`config.mk`:
```
export PLATFORM = sky130hd
export DESIGN_NAME = gdl90_frame_deframer_top_flat
export DESIGN_NICKNAME = d
export VERILOG_FILES = /design/src/rtl/core/gdl_pkg.sv /design/src/rtl/core/gdl_if.sv /design/src/rtl/core/gdl_dp.sv /design/src/rtl/core/gdl_ctrl.sv /design/src/rtl/core/gdl90_frame_deframer_top.sv /design/src/flat_wrapper.sv
export SDC_FILE = /design/constraint.sdc
export NUM_CORES = 1
export LEC_CHECK = 0
export BUFFER_PORTS_ARGS = -buffer_cell sky130_fd_sc_hd__clkbuf_2
export CAP_MARGIN = 0
export CORE_UTILIZATION = 62
export CTS_BUF_LIST = sky130_fd_sc_hd__clkbuf_16
export CTS_CLUSTER_SIZE = 25
export DETAILED_ROUTE_END_ITERATION = 12
export GPL_ROUTABILITY_DRIVEN = 0
export GPL_TIMING_DRIVEN = 0
export HOLD_SLACK_MARGIN = 0.02
export PLACE_DENSITY = 0.79
export SYNTH_ARGS = -nofsm -noshare
export SYNTH_HDL_FRONTEND = slang
export SYNTH_HIERARCHICAL = 1
export SYNTH_SLANG_ARGS = --single-unit
```
`constraint.sdc`:
```
create_clock -name clk -period 4.65 [get_ports clk]
set_clock_uncertainty 0.1 [all_clocks]
set_input_delay 0.93 -clock clk [delete_from_list [all_inputs] [get_ports clk]]
set_output_delay 0.93 -clock clk [all_outputs]
set_load 0.02 [all_outputs]
```
`src/rtl/core/gdl_pkg.sv`:
```
`default_nettype none
// ----------------------------------------------------------------------------
// gdl_pkg
// Shared types, constants and CRC helpers for the GDL90 frame deframer.
// ----------------------------------------------------------------------------
package gdl_pkg;

	localparam int STORE_DEPTH = 32;
	localparam int PAYLOAD_LEN = 27;
	localparam int BODY_LEN    = PAYLOAD_LEN + 2;
	localparam int ADDR_W      = $clog2(STORE_DEPTH);
	localparam int IDX_W       = 5;

	localparam logic [7:0]  FLAG_BYTE = 8'h7E;
	localparam logic [7:0]  ESC_BYTE  = 8'h7D;
	localparam logic [7:0]  ESC_XOR   = 8'h20;
	localparam logic [15:0] CRC_POLY  = 16'h1021;
	localparam logic [15:0] CRC_SEED  = 16'h0000;
	localparam logic [7:0]  ID_RESET  = 8'd20;

	localparam logic [1:0] FS_GOOD    = 2'd0;
	localparam logic [1:0] FS_BAD_CRC = 2'd1;
	localparam logic [1:0] FS_BAD_LEN = 2'd2;

	typedef enum logic [1:0] {
		PH_WAIT,
		PH_FLAG,
		PH_COLLECT
	} phase_t;

	typedef enum logic [2:0] {
		CS_IDLE,
		CS_PRIME,
		CS_CHECK,
		CS_DECIDE,
		CS_EMIT,
		CS_BAD_LEN,
		CS_BAD_CRC
	} ctl_state_t;

	typedef struct packed {
		logic       store_en;
		logic       store_xor;
		logic       fill_clr;
		logic       crc_init;
		logic       crc_en;
		logic       rd_clr;
		logic       rd_adv;
		logic       out_load;
		logic [1:0] out_status;
		logic       out_last;
	} dp_cmd_t;

	typedef struct packed {
		logic is_flag;
		logic is_esc;
		logic is_id;
		logic fill_full;
		logic len_ok;
		logic crc_bad;
		logic body_end;
		logic pay_end;
		logic out_free;
	} dp_sts_t;

	// One table entry of the CRC-16 (poly 0x1021): shift the high byte through.
	function automatic logic [15:0] crc_tbl(input logic [7:0] hi);
		logic [15:0] v;
		v = {hi, 8'h00};
		for (int k = 0; k < 8; k++) begin
			if (v[15]) begin
				v = {v[14:0], 1'b0} ^ CRC_POLY;
			end else begin
				v = {v[14:0], 1'b0};
			end
		end
		return v;
	endfunction

	function automatic logic [15:0] crc_update(input logic [15:0] crc, input logic [7:0] b);
		return crc_tbl(crc[15:8]) ^ {crc[7:0], 8'h00} ^ {8'h00, b};
	endfunction

endpackage
`default_nettype wire

```
`src/rtl/core/gdl_if.sv`:
```
`default_nettype none
// ----------------------------------------------------------------------------
// gdl_if
// Valid/ready channel interfaces: raw bytes, results and register writes.
// ----------------------------------------------------------------------------
interface gdl_rx_if;
	logic       valid;
	logic       ready;
	logic [7:0] rx_byte;

	modport source (output valid, output rx_byte, input ready);
	modport sink   (input valid, input rx_byte, output ready);
endinterface

interface gdl_res_if;
	logic       valid;
	logic       ready;
	logic [7:0] out_byte;
	logic [4:0] out_index;
	logic [1:0] frame_status;
	logic       last;

	modport source (output valid, output out_byte, output out_index, output frame_status,
		output last, input ready);
	modport sink   (input valid, input out_byte, input out_index, input frame_status,
		input last, output ready);
endinterface

interface gdl_cfg_if;
	logic       valid;
	logic       ready;
	logic [7:0] accepted_msg_id;

	modport source (output valid, output accepted_msg_id, input ready);
	modport sink   (input valid, input accepted_msg_id, output ready);
endinterface
`default_nettype wire

```
`src/rtl/core/gdl_dp.sv`:
```
`default_nettype none
// ----------------------------------------------------------------------------
// gdl_dp
// Deframer datapath: id register, frame store, fill count, CRC, result register.
// ----------------------------------------------------------------------------
module gdl_dp
	import gdl_pkg::*;
(
	input  wire logic        clk,
	input  wire logic        arst_n,
	input  wire logic        cfg_valid,
	input  wire logic [7:0]  cfg_data,
	input  wire logic [7:0]  rx_byte,
	input  wire dp_cmd_t     cmd,
	output dp_sts_t          sts,
	input  wire logic        res_ready,
	output logic             res_valid,
	output logic [7:0]       res_byte,
	output logic [IDX_W-1:0] res_index,
	output logic [1:0]       res_status,
	output logic             res_last
);

	logic [7:0]        id_q;
	logic [ADDR_W-1:0] fill_q;
	logic [ADDR_W-1:0] rd_q;
	logic [ADDR_W-1:0] rd_idx_s1;
	logic [7:0]        rd_data_s1;
	logic [15:0]       crc_q;
	logic              bad_q;
	logic              out_valid_q;
	logic [7:0]        out_byte_q;
	logic [IDX_W-1:0]  out_index_q;
	logic [1:0]        out_status_q;
	logic              out_last_q;
	logic [7:0]        mem [STORE_DEPTH];
	logic [7:0]        wr_data;

	assign wr_data = cmd.store_xor ? (rx_byte ^ ESC_XOR) : rx_byte;

	always_ff @(posedge clk or negedge arst_n) begin
		if (!arst_n) begin
			id_q <= ID_RESET;
		end else if (cfg_valid) begin
			id_q <= cfg_data;
		end
	end

	always_ff @(posedge clk or negedge arst_n) begin
		if (!arst_n) begin
			fill_q <= '0;
		end else if (cmd.fill_clr) begin
			fill_q <= '0;
		end else if (cmd.store_en) begin
			fill_q <= fill_q + 1'b1;
		end
	end

	// frame store: one write port at the fill count, one registered read port
	always_ff @(posedge clk) begin
		if (cmd.store_en) begin
			mem[fill_q] <= wr_data;
		end
	end

	always_ff @(posedge clk) begin
		if (cmd.rd_adv) begin
			rd_data_s1 <= mem[rd_q];
			rd_idx_s1  <= rd_q;
		end
	end

	always_ff @(posedge clk or negedge arst_n) begin
		if (!arst_n) begin
			rd_q <= '0;
		end else if (cmd.rd_clr) begin
			rd_q <= '0;
		end else if (cmd.rd_adv) begin
			rd_q <= rd_q + 1'b1;
		end
	end

	// checksum over id and payload, then compare the stored lsb and msb
	always_ff @(posedge clk) begin
		if (cmd.crc_init) begin
			crc_q <= crc_update(CRC_SEED, id_q);
			bad_q <= 1'b0;
		end else if (cmd.crc_en) begin
			if (rd_idx_s1 < ADDR_W'(PAYLOAD_LEN)) begin
				crc_q <= crc_update(crc_q, rd_data_s1);
			end else if (rd_idx_s1 == ADDR_W'(PAYLOAD_LEN)) begin
				bad_q <= bad_q | (rd_data_s1 != crc_q[7:0]);
			end else begin
				bad_q <= bad_q | (rd_data_s1 != crc_q[15:8]);
			end
		end
	end

	always_ff @(posedge clk or negedge arst_n) begin
		if (!arst_n) begin
			out_valid_q <= 1'b0;
		end else if (cmd.out_load) begin
			out_valid_q <= 1'b1;
		end else if (res_ready) begin
			out_valid_q <= 1'b0;
		end
	end

	always_ff @(posedge clk) begin
		if (cmd.out_load) begin
			out_status_q <= cmd.out_status;
			out_last_q   <= cmd.out_last;
			if (cmd.out_status == FS_GOOD) begin
				out_byte_q  <= rd_data_s1;
				out_index_q <= IDX_W'(rd_idx_s1);
			end else begin
				out_byte_q  <= '0;
				out_index_q <= '0;
			end
		end
	end

	assign sts.is_flag   = (rx_byte == FLAG_BYTE);
	assign sts.is_esc    = (rx_byte == ESC_BYTE);
	assign sts.is_id     = (rx_byte == id_q);
	assign sts.fill_full = (fill_q >= ADDR_W'(STORE_DEPTH - 1));
	assign sts.len_ok    = (fill_q == ADDR_W'(BODY_LEN));
	assign sts.crc_bad   = bad_q;
	assign sts.body_end  = (rd_idx_s1 == ADDR_W'(BODY_LEN - 1));
	assign sts.pay_end   = (rd_idx_s1 == ADDR_W'(PAYLOAD_LEN - 1));
	assign sts.out_free  = !out_valid_q || res_ready;

	assign res_valid  = out_valid_q;
	assign res_byte   = out_byte_q;
	assign res_index  = out_index_q;
	assign res_status = out_status_q;
	assign res_last   = out_last_q;

endmodule
`default_nettype wire

```
`src/rtl/core/gdl_ctrl.sv`:
```
`default_nettype none
// ----------------------------------------------------------------------------
// gdl_ctrl
// Deframer controller: link phase, escape tracking and the frame-end sequencer.
// ----------------------------------------------------------------------------
module gdl_ctrl
	import gdl_pkg::*;
(
	input  wire logic    clk,
	input  wire logic    arst_n,
	input  wire logic    rx_valid,
	output logic         rx_ready,
	input  wire dp_sts_t sts,
	output dp_cmd_t      cmd
);

	ctl_state_t state_q, state_d;
	phase_t     phase_q, phase_d;
	logic       esc_q, esc_d;
	logic       take;

	assign take = rx_valid && (state_q == CS_IDLE);

	always_ff @(posedge clk or negedge arst_n) begin
		if (!arst_n) begin
			state_q <= CS_IDLE;
			phase_q <= PH_WAIT;
			esc_q   <= 1'b0;
		end else begin
			state_q <= state_d;
			phase_q <= phase_d;
			esc_q   <= esc_d;
		end
	end

	// next state: link phase and sequencer
	always_comb begin
		state_d = state_q;
		phase_d = phase_q;
		esc_d   = esc_q;
		case (state_q)
			CS_IDLE: begin
				if (take) begin
					case (phase_q)
						PH_WAIT: begin
							if (sts.is_flag) phase_d = PH_FLAG;
						end
						PH_FLAG: begin
							if (sts.is_id) begin
								phase_d = PH_COLLECT;
								esc_d   = 1'b0;
							end else if (!sts.is_flag) begin
								phase_d = PH_WAIT;
							end
						end
						PH_COLLECT: begin
							if (esc_q || (!sts.is_esc && !sts.is_flag)) begin
								esc_d = 1'b0;
								if (sts.fill_full) phase_d = PH_WAIT;
							end else if (sts.is_esc) begin
								esc_d = 1'b1;
							end else begin
								phase_d = PH_WAIT;
								state_d = sts.len_ok ? CS_PRIME : CS_BAD_LEN;
							end
						end
						default: begin
							phase_d = PH_WAIT;
							esc_d   = 1'b0;
						end
					endcase
				end
			end
			CS_PRIME:   state_d = CS_CHECK;
			CS_CHECK: begin
				if (sts.body_end) state_d = CS_DECIDE;
			end
			CS_DECIDE:  state_d = sts.crc_bad ? CS_BAD_CRC : CS_EMIT;
			CS_EMIT: begin
				if (sts.out_free && sts.pay_end) state_d = CS_IDLE;
			end
			CS_BAD_LEN, CS_BAD_CRC: begin
				if (sts.out_free) state_d = CS_IDLE;
			end
			default:    state_d = CS_IDLE;
		endcase
	end

	// datapath commands
	always_comb begin
		cmd      = '0;
		rx_ready = (state_q == CS_IDLE);
		case (state_q)
			CS_IDLE: begin
				if (take) begin
					case (phase_q)
						PH_WAIT: begin
						end
						PH_FLAG: begin
							if (sts.is_id) cmd.fill_clr = 1'b1;
						end
						PH_COLLECT: begin
							if (esc_q || (!sts.is_esc && !sts.is_flag)) begin
								cmd.store_xor = esc_q;
								if (sts.fill_full) cmd.fill_clr = 1'b1;
								else               cmd.store_en = 1'b1;
							end else if (!sts.is_esc) begin
								cmd.fill_clr = 1'b1;
								cmd.crc_init = sts.len_ok;
								cmd.rd_clr   = sts.len_ok;
							end
						end
						default: cmd.fill_clr = 1'b1;
					endcase
				end
			end
			CS_PRIME: cmd.rd_adv = 1'b1;
			CS_CHECK: begin
				cmd.crc_en = 1'b1;
				if (sts.body_end) cmd.rd_clr = 1'b1;
				else              cmd.rd_adv = 1'b1;
			end
			CS_DECIDE: cmd.rd_adv = !sts.crc_bad;
			CS_EMIT: begin
				if (sts.out_free) begin
					cmd.out_load   = 1'b1;
					cmd.out_status = FS_GOOD;
					cmd.out_last   = sts.pay_end;
					cmd.rd_adv     = !sts.pay_end;
				end
			end
			CS_BAD_LEN: begin
				cmd.out_load   = sts.out_free;
				cmd.out_status = FS_BAD_LEN;
				cmd.out_last   = 1'b1;
			end
			CS_BAD_CRC: begin
				cmd.out_load   = sts.out_free;
				cmd.out_status = FS_BAD_CRC;
				cmd.out_last   = 1'b1;
			end
			default: begin
			end
		endcase
	end

endmodule
`default_nettype wire

```
`src/rtl/core/gdl90_frame_deframer_top.sv`:
```
`default_nettype none
// ----------------------------------------------------------------------------
// gdl90_frame_deframer_top
// GDL90 link deframer: flag sync, id match, escape removal, CRC-16 check.
// ----------------------------------------------------------------------------
//  channel  dir  payload                                   transaction when
//  cfg      in   accepted_msg_id[7:0]                      cfg.valid & cfg.ready
//  rx       in   rx_byte[7:0]                              rx.valid & rx.ready
//  res      out  out_byte, out_index, frame_status, last   res.valid & res.ready
//
//  Ordinary link bytes never stall; rx.ready stays high between frames.
//  A closing flag starts the frame-end sequencer, which walks the frame store
//  through its single registered read port: a prime step, a check pass over
//  the 29 stored bytes and a decide step make the CRC pass, then one payload
//  byte per cycle (27 bytes) while res is not stalled. A length failure, found
//  at the closing flag, or a checksum failure after the CRC pass, holds rx
//  until the result register is free and gives one status transaction.
//  arst_n clears the phase, escape flag, fill count, sequencer and the id
//  register (to 20); the frame store holds no reset. A stalled res holds the
//  result register and freezes the sequencer; cfg is always ready.
// ----------------------------------------------------------------------------
module gdl90_frame_deframer_top
	import gdl_pkg::*;
(
	input  wire logic clk,
	input  wire logic arst_n,
	gdl_cfg_if.sink   cfg,
	gdl_rx_if.sink    rx,
	gdl_res_if.source res
);

	dp_cmd_t cmd;
	dp_sts_t sts;

	// register writes go straight into the id register, so never back-pressure them
	assign cfg.ready = 1'b1;

	// controller: owns rx.ready and all sequencing
	gdl_ctrl u_ctrl (
		.clk      (clk),
		.arst_n   (arst_n),
		.rx_valid (rx.valid),
		.rx_ready (rx.ready),
		.sts      (sts),
		.cmd      (cmd)
	);

	// datapath: store, checksum and the result register feeding res
	gdl_dp u_dp (
		.clk        (clk),
		.arst_n     (arst_n),
		.cfg_valid  (cfg.valid),
		.cfg_data   (cfg.accepted_msg_id),
		.rx_byte    (rx.rx_byte),
		.cmd        (cmd),
		.sts        (sts),
		.res_ready  (res.ready),
		.res_valid  (res.valid),
		.res_byte   (res.out_byte),
		.res_index  (res.out_index),
		.res_status (res.frame_status),
		.res_last   (res.last)
	);

endmodule
`default_nettype wire
```
`src/flat_wrapper.sv`:
```
// flat-port wrapper written by rule: the top's interface ports become plain ports
module gdl90_frame_deframer_top_flat import gdl_pkg::*;
  (clk, arst_n, cfg_valid, cfg_accepted_msg_id, cfg_ready, rx_valid, rx_rx_byte, rx_ready, res_valid, res_out_byte, res_out_index, res_frame_status, res_last, res_ready);
  gdl_cfg_if cfg_i ();
  gdl_rx_if rx_i ();
  gdl_res_if res_i ();
  input  wire logic clk;
  input  wire logic arst_n;
  input wire logic [$bits(cfg_i.valid)-1:0] cfg_valid;
  input wire logic [$bits(cfg_i.accepted_msg_id)-1:0] cfg_accepted_msg_id;
  output wire logic [$bits(cfg_i.ready)-1:0] cfg_ready;
  input wire logic [$bits(rx_i.valid)-1:0] rx_valid;
  input wire logic [$bits(rx_i.rx_byte)-1:0] rx_rx_byte;
  output wire logic [$bits(rx_i.ready)-1:0] rx_ready;
  output wire logic [$bits(res_i.valid)-1:0] res_valid;
  output wire logic [$bits(res_i.out_byte)-1:0] res_out_byte;
  output wire logic [$bits(res_i.out_index)-1:0] res_out_index;
  output wire logic [$bits(res_i.frame_status)-1:0] res_frame_status;
  output wire logic [$bits(res_i.last)-1:0] res_last;
  input wire logic [$bits(res_i.ready)-1:0] res_ready;
  assign cfg_i.valid = cfg_valid;
  assign cfg_i.accepted_msg_id = cfg_accepted_msg_id;
  assign cfg_ready = cfg_i.ready;
  assign rx_i.valid = rx_valid;
  assign rx_i.rx_byte = rx_rx_byte;
  assign rx_ready = rx_i.ready;
  assign res_valid = res_i.valid;
  assign res_out_byte = res_i.out_byte;
  assign res_out_index = res_i.out_index;
  assign res_frame_status = res_i.frame_status;
  assign res_last = res_i.last;
  assign res_i.ready = res_ready;
  gdl90_frame_deframer_top u_core (.clk(clk), .arst_n(arst_n), .cfg(cfg_i), .rx(rx_i), .res(res_i));
endmodule
```
* After elaboration in Yosys (flattened, before gate mapping)
Memory sizes are Yosys's and may differ from the RTL's. A register that Yosys moved wholly into a read port is not among the register bits.
Cells that the tools add are included.
** Storage, ports and cells
- Register bits after elaboration :: 63
- Word-level logic and storage cells :: 200
- Output and inout bits :: 19
- Input bits :: 21
- Bits in writable memories :: 256
- Memories :: 1
** Operators by class
- Add/sub/neg operators :: 2
- $lt $le $gt $ge :: 2
- Multiplexer cells :: 104
- Bitwise logic cells :: 23
- Reduce and logical (&&, ||, !) cells :: 24
- Equal/unequal tests :: 30
** Memory list
- u_core.u_dp.mem :: words 32, width 8, rd ports 1, clocked after Yosys merged registers in 1, write ports 1, RTL line gdl_dp.sv:36 : logic [7:0] mem [STORE_DEPTH];
** Operators by type and width (count)
- 16-bit 2-to-1 mux :: 35
- 13-bit 2-to-1 mux :: 15
- 3-bit inverter :: 15
- 16-bit by 8-bit bitwise XOR with 16-bit output :: 2
- 5-bit 2-to-1 mux :: 5
- 3-bit 2-to-1 mux :: 8
- 1-bit 2-to-1 mux :: 21
- 5-bit == test (second input constant) :: 4
- 2-bit 2-to-1 mux :: 10
- 3-bit one-hot mux with 6 select lines :: 1
- 8-bit by 7-bit == test with 1-bit output (second input constant) :: 2
- 8-bit != test :: 2
- 16-bit bitwise XOR :: 1
- 4-bit one-hot mux with 3 select lines :: 1
- 5-bit by 1-bit adder with 5-bit output (second input constant) :: 2
- 2-bit != test (second input constant) :: 5
- 2-bit nonzero test :: 5
- 3-bit == test (second input constant) :: 3
- 8-bit == test :: 1
- 4-bit 2-to-1 mux :: 2
- 2-bit by 1-bit != test with 1-bit output (second input constant) :: 4
- 7-bit AND reduction :: 1
- 3-bit by 2-bit == test with 1-bit output (second input constant) :: 2
- 6-bit 2-to-1 mux :: 1
- other kinds (22) :: 37

* Longest topological paths before layout
- Word-level depth :: 49
- Depth in mapped cells :: 10
- Gate-level depth less buffers :: 9

* Modules after synthesis
Netlist, hierarchy kept.
** By module, submodules not included
- gdl_dp :: area an instance 12976.2 sq um, seq. area each 9536.6 sq um, cells each 653, times used 1
- gdl_ctrl :: area an instance 516.7 sq um, seq. area each 150.1 sq um, cells each 70, times used 1
- gdl90_frame_deframer_top :: area an instance 11.3 sq um, seq. area each 0.0 sq um, cells each 2, times used 1

* Least setup slack after synthesis
No wires, ideal clock.
- Path type :: in2reg
- From :: input rx_valid
- To :: memory u_core.u_dp.mem[3][0] (enable)
- Required time :: 4.167 ns
- Library setup time :: 0.383 ns
- Stages :: 7
- Path slack :: 1.089 ns
- Data arrival time :: 3.078 ns
- Cell sequence :: or4b_4 buf_6 nor4_1 clkbuf_1 nand2_1 or2_2 nor3_1
** RTL lines
- start: declaration :: RTL line flat_wrapper.sv:12 : input wire logic [$bits(rx_i.valid)-1:0] rx_valid;
- end: declaration :: RTL line gdl_dp.sv:36

==> results.sh <==
export IMPL_synth_top_area_share_pct=66.9
export IMPL_ios=40
export IMPL_path_cells="clkbuf_2 > nand4_1 > nor3b_1 > and3b_1 > nor2_1 > nor2_1 > nor4_1 > clkbuf_1 > nand2_1 > nor3_1"
export IMPL_rsz0062_at_grt="no"
export IMPL_min_period_over_period_pct=92.7
export IMPL_tns_ns=0
export IMPL_numPortBuffers=37
export IMPL_critical_path_slowest_cell="nor3_1"
export IMPL_start_kind="input pin"
export IMPL_worst_pin_slew_ns=1.35
export IMPL_dp_cells=1038
export IMPL_antenna_cells=0
export IMPL_r2r_cells=8
export IMPL_instances_no_fill=1097
export IMPL_fin_area_um2=15100
export IMPL_drcViolationCount=0
export IMPL_tritoncts="done"
export IMPL_grt_max_degree=36
export IMPL_vdd_ir_drop_worst_v=0.000347
export IMPL_cpPeakStageDelay_ns=1.17
export IMPL_final_cell_mix="edfxtp_1 (301), mux4_2 (80), nor2_1 (56), clkbuf_2 (37), clkbuf_16 (35)"
export IMPL_grt_util_all_layers_pct=25.8
export IMPL_syn_nets=752
export IMPL_synthCells=725
export IMPL_holdCritPathClass="input pin to asynchronous set/reset pin"
export IMPL_postCtsHoldBufs=0
export IMPL_first_iter_violations=607
export IMPL_timing_critical_path_to_type="flip-flop"
export IMPL_final_max_slew_viol_count=0
export IMPL_layout_min_cycle_time_ns=4.31
export IMPL_drv_cap=0
export IMPL_synth_edff_count=301
export IMPL_via_per_inst=6.46
export IMPL_cp_common_cell="nor2_1"
export IMPL_critical_path_class="input pin to flip-flop"
export IMPL_insertion_delay_ns=0.50
export IMPL_syn_to_final_growth_pct=12.2
export IMPL_netlist_top_cells_area="edfxtp_1 (67%), mux4_2 (13%), dfrtp_1 (4.3%), xnor2_1 (1.8%), mux2_2 (1.7%)"
export IMPL_grt_pass1_wl_mm=41.7
export IMPL_finalHoldViolations=0
export IMPL_syn_cell_area_um2=13500
export IMPL_hpwl_mm=17.6
export IMPL_routed_wl_mm=27.2
export IMPL_core_um2=21200
export IMPL_avgSynthCellArea_um2=18.6
export IMPL_die_w_um=150
export IMPL_final_util_pct=71.4
export IMPL_clkSinkCount=327
export IMPL_dpl_cell_area_um2=14100
export IMPL_critPathMaxFanout=34
export IMPL_clockBufferDepth=3
export IMPL_dieHeight_um=150
export IMPL_required_ns=4.66
export IMPL_wl_per_cell_um=24.8
export IMPL_postRouteAntennaNets=0
export IMPL_p_leak_nw=4.86
export IMPL_start_util_pct=63.6
export IMPL_cts_resized=0
export IMPL_status="finished, final reports clean"
export IMPL_synthFlopType="edfxtp_1"
export IMPL_postCtsSetupBuffers=0
export IMPL_antenna_found_initial=0
export IMPL_htree_levels=2
export IMPL_cp_startpoint="rx_rx_byte[3]"
export IMPL_n_fill_cell=1232
export IMPL_cts_buffers=34
export IMPL_hold_ws_ns=0.349
export IMPL_synth_largest_area_cell="edfxtp_1"
export IMPL_synth_seq_area_share_pct=71.7
export IMPL_ys_warn_count=6
export IMPL_num_vias=7083
export IMPL_rows=53
export IMPL_fin_nets=826
export IMPL_setup_viol=0
export IMPL_final_common_cell="edfxtp_1"
export IMPL_fmax_mhz=232
export IMPL_yosysUniqueCellTypes=54
export IMPL_r2r_setup_slack_ns=0.50
export IMPL_slew_headroom_pct=9.60
export IMPL_critPathArrivalTime_ns=4.32
export IMPL_setup_ws_ns=0.338
export IMPL_gr_total_overflow=0
export IMPL_synthArstFlopShare_pct=7.65
export IMPL_grt_pass1_vias=7139
export IMPL_drive_gt1_share_pct=24.6
export IMPL_root_buffer="clkbuf_16"
export IMPL_pre_cts_ws_ns=-0.183
export IMPL_dieArea_um2=22400
export IMPL_p_total_mw=5.93
export IMPL_regToRegStartpoint="u_core/u_dp/fill_q[0]"
export IMPL_drtPass1Iterations=5
export IMPL_ys_ff_latch=327
export IMPL_p_per_area_nw_per_um2=391
export IMPL_clk_pin_slew_ns=0.06
export IMPL_worstSetupEndpoint="u_core/u_dp/mem[5][0]"
export IMPL_timing_rr_end="u_core/u_dp/mem[5][0]"
-- how the worst min path moves through the flow --
| stage | to | slack, ns | depth (start not counted) |
|---|---|---|---|
| floorplan | u_core/u_dp/rd_idx_s1[2] | 0.32 | 0 |
| global placement | u_core/u_dp/rd_idx_s1[2] | 0.34 | 0 |
| detailed placement | u_core/u_dp/rd_idx_s1[4] | 0.34 | 0 |
| CTS | u_core/u_dp/fill_q[4] | 0.35 | 1 |
| global route | u_core/u_dp/rd_idx_s1[4] | 0.37 | 0 |
| finish | u_core/u_ctrl/phase_q[1] | 0.35 | 1 |
-- per-layer routing --
metal,track usage (%),routed length (µm),vias up
met5,0,0,-
met4,10.8,989,0
met3,4.15,2020,67
met2,41.3,13400,371
met1,35.9,10800,3621
li1,-,-,3024
-- state kept, by name, summed over array words and instances (netlist names) --
name / count
u_core/u_dp/mem: 256
u_core/u_dp/crc_q: 16
u_core/u_dp/id_q: 8
u_core/u_dp/rd_data_s1: 8
u_core/u_dp/res_byte: 8
u_core/u_dp/fill_q: 5
u_core/u_dp/rd_idx_s1: 5
u_core/u_dp/rd_q: 5
u_core/u_dp/res_index: 5
u_core/u_ctrl/state_q: 3
u_core/u_ctrl/phase_q: 2
u_core/u_dp/res_status: 2
u_core/u_ctrl/esc_q: 1
u_core/u_dp/bad_q: 1
u_core/u_dp/res_last: 1
u_core/u_dp/res_valid: 1
-- Yosys cell counts (4+ instances only) --
cell and instances:
a21oi_1 8, and2_1 14, and3_1 4, buf_6 7, clkbuf_1 21, dfrtp_1 23
edfxtp_1 301, ha_1 6, inv_1 8, mux2_2 20, mux4_2 80, nand2_1 24
nand2b_1 15, nand4_1 8, nor2_1 56, nor2b_1 5, nor3_1 20, o21ai_0 7
o22ai_1 4, xnor2_1 28, xor2_1 15
-- critical path, delay by kind of cell --
family	cells	cell delay, ns
and+or+nand+nor	8	2.49
buffers and inverters	2	0.87
-- kinds of logic after synthesis --
logic type / synth area share (%)
adder cells (fa/ha/maj): 0.556
multiplexers: 15.2
other: 0.0278
buffers and inverters: 1.64
AND/OR/NAND/NOR: 6.21
XOR/XNOR: 2.79
AO/OA/AOI/OAI: 1.82
flip-flops: 71.7
-- layout make-up --
type	count	area, µm²	share of cell area [%]
Timing Repair Buffer	38	200	1.32
Multi-Input combinational cell	356	3610	23.8
Tap cell	275	344	2.27
Sequential cell	327	9690	63.9
Inverter	8	30.0	0.198
Clock buffer	35	876	5.78
Buffer	34	191	1.26
Clock inverter	24	211	1.40
-- where the power goes --
group	total (mW)	switching [mW]	internal [mW]	leakage, nW
Combinational	0.0843	0.0583	0.0260	1.29
Clock	2.62	1.04	1.58	0.556
Sequential	3.22	0.00835	3.21	3.01
Total	5.93	1.11	4.82	4.86
Note: power is estimated with default switching activity, not from simulation.
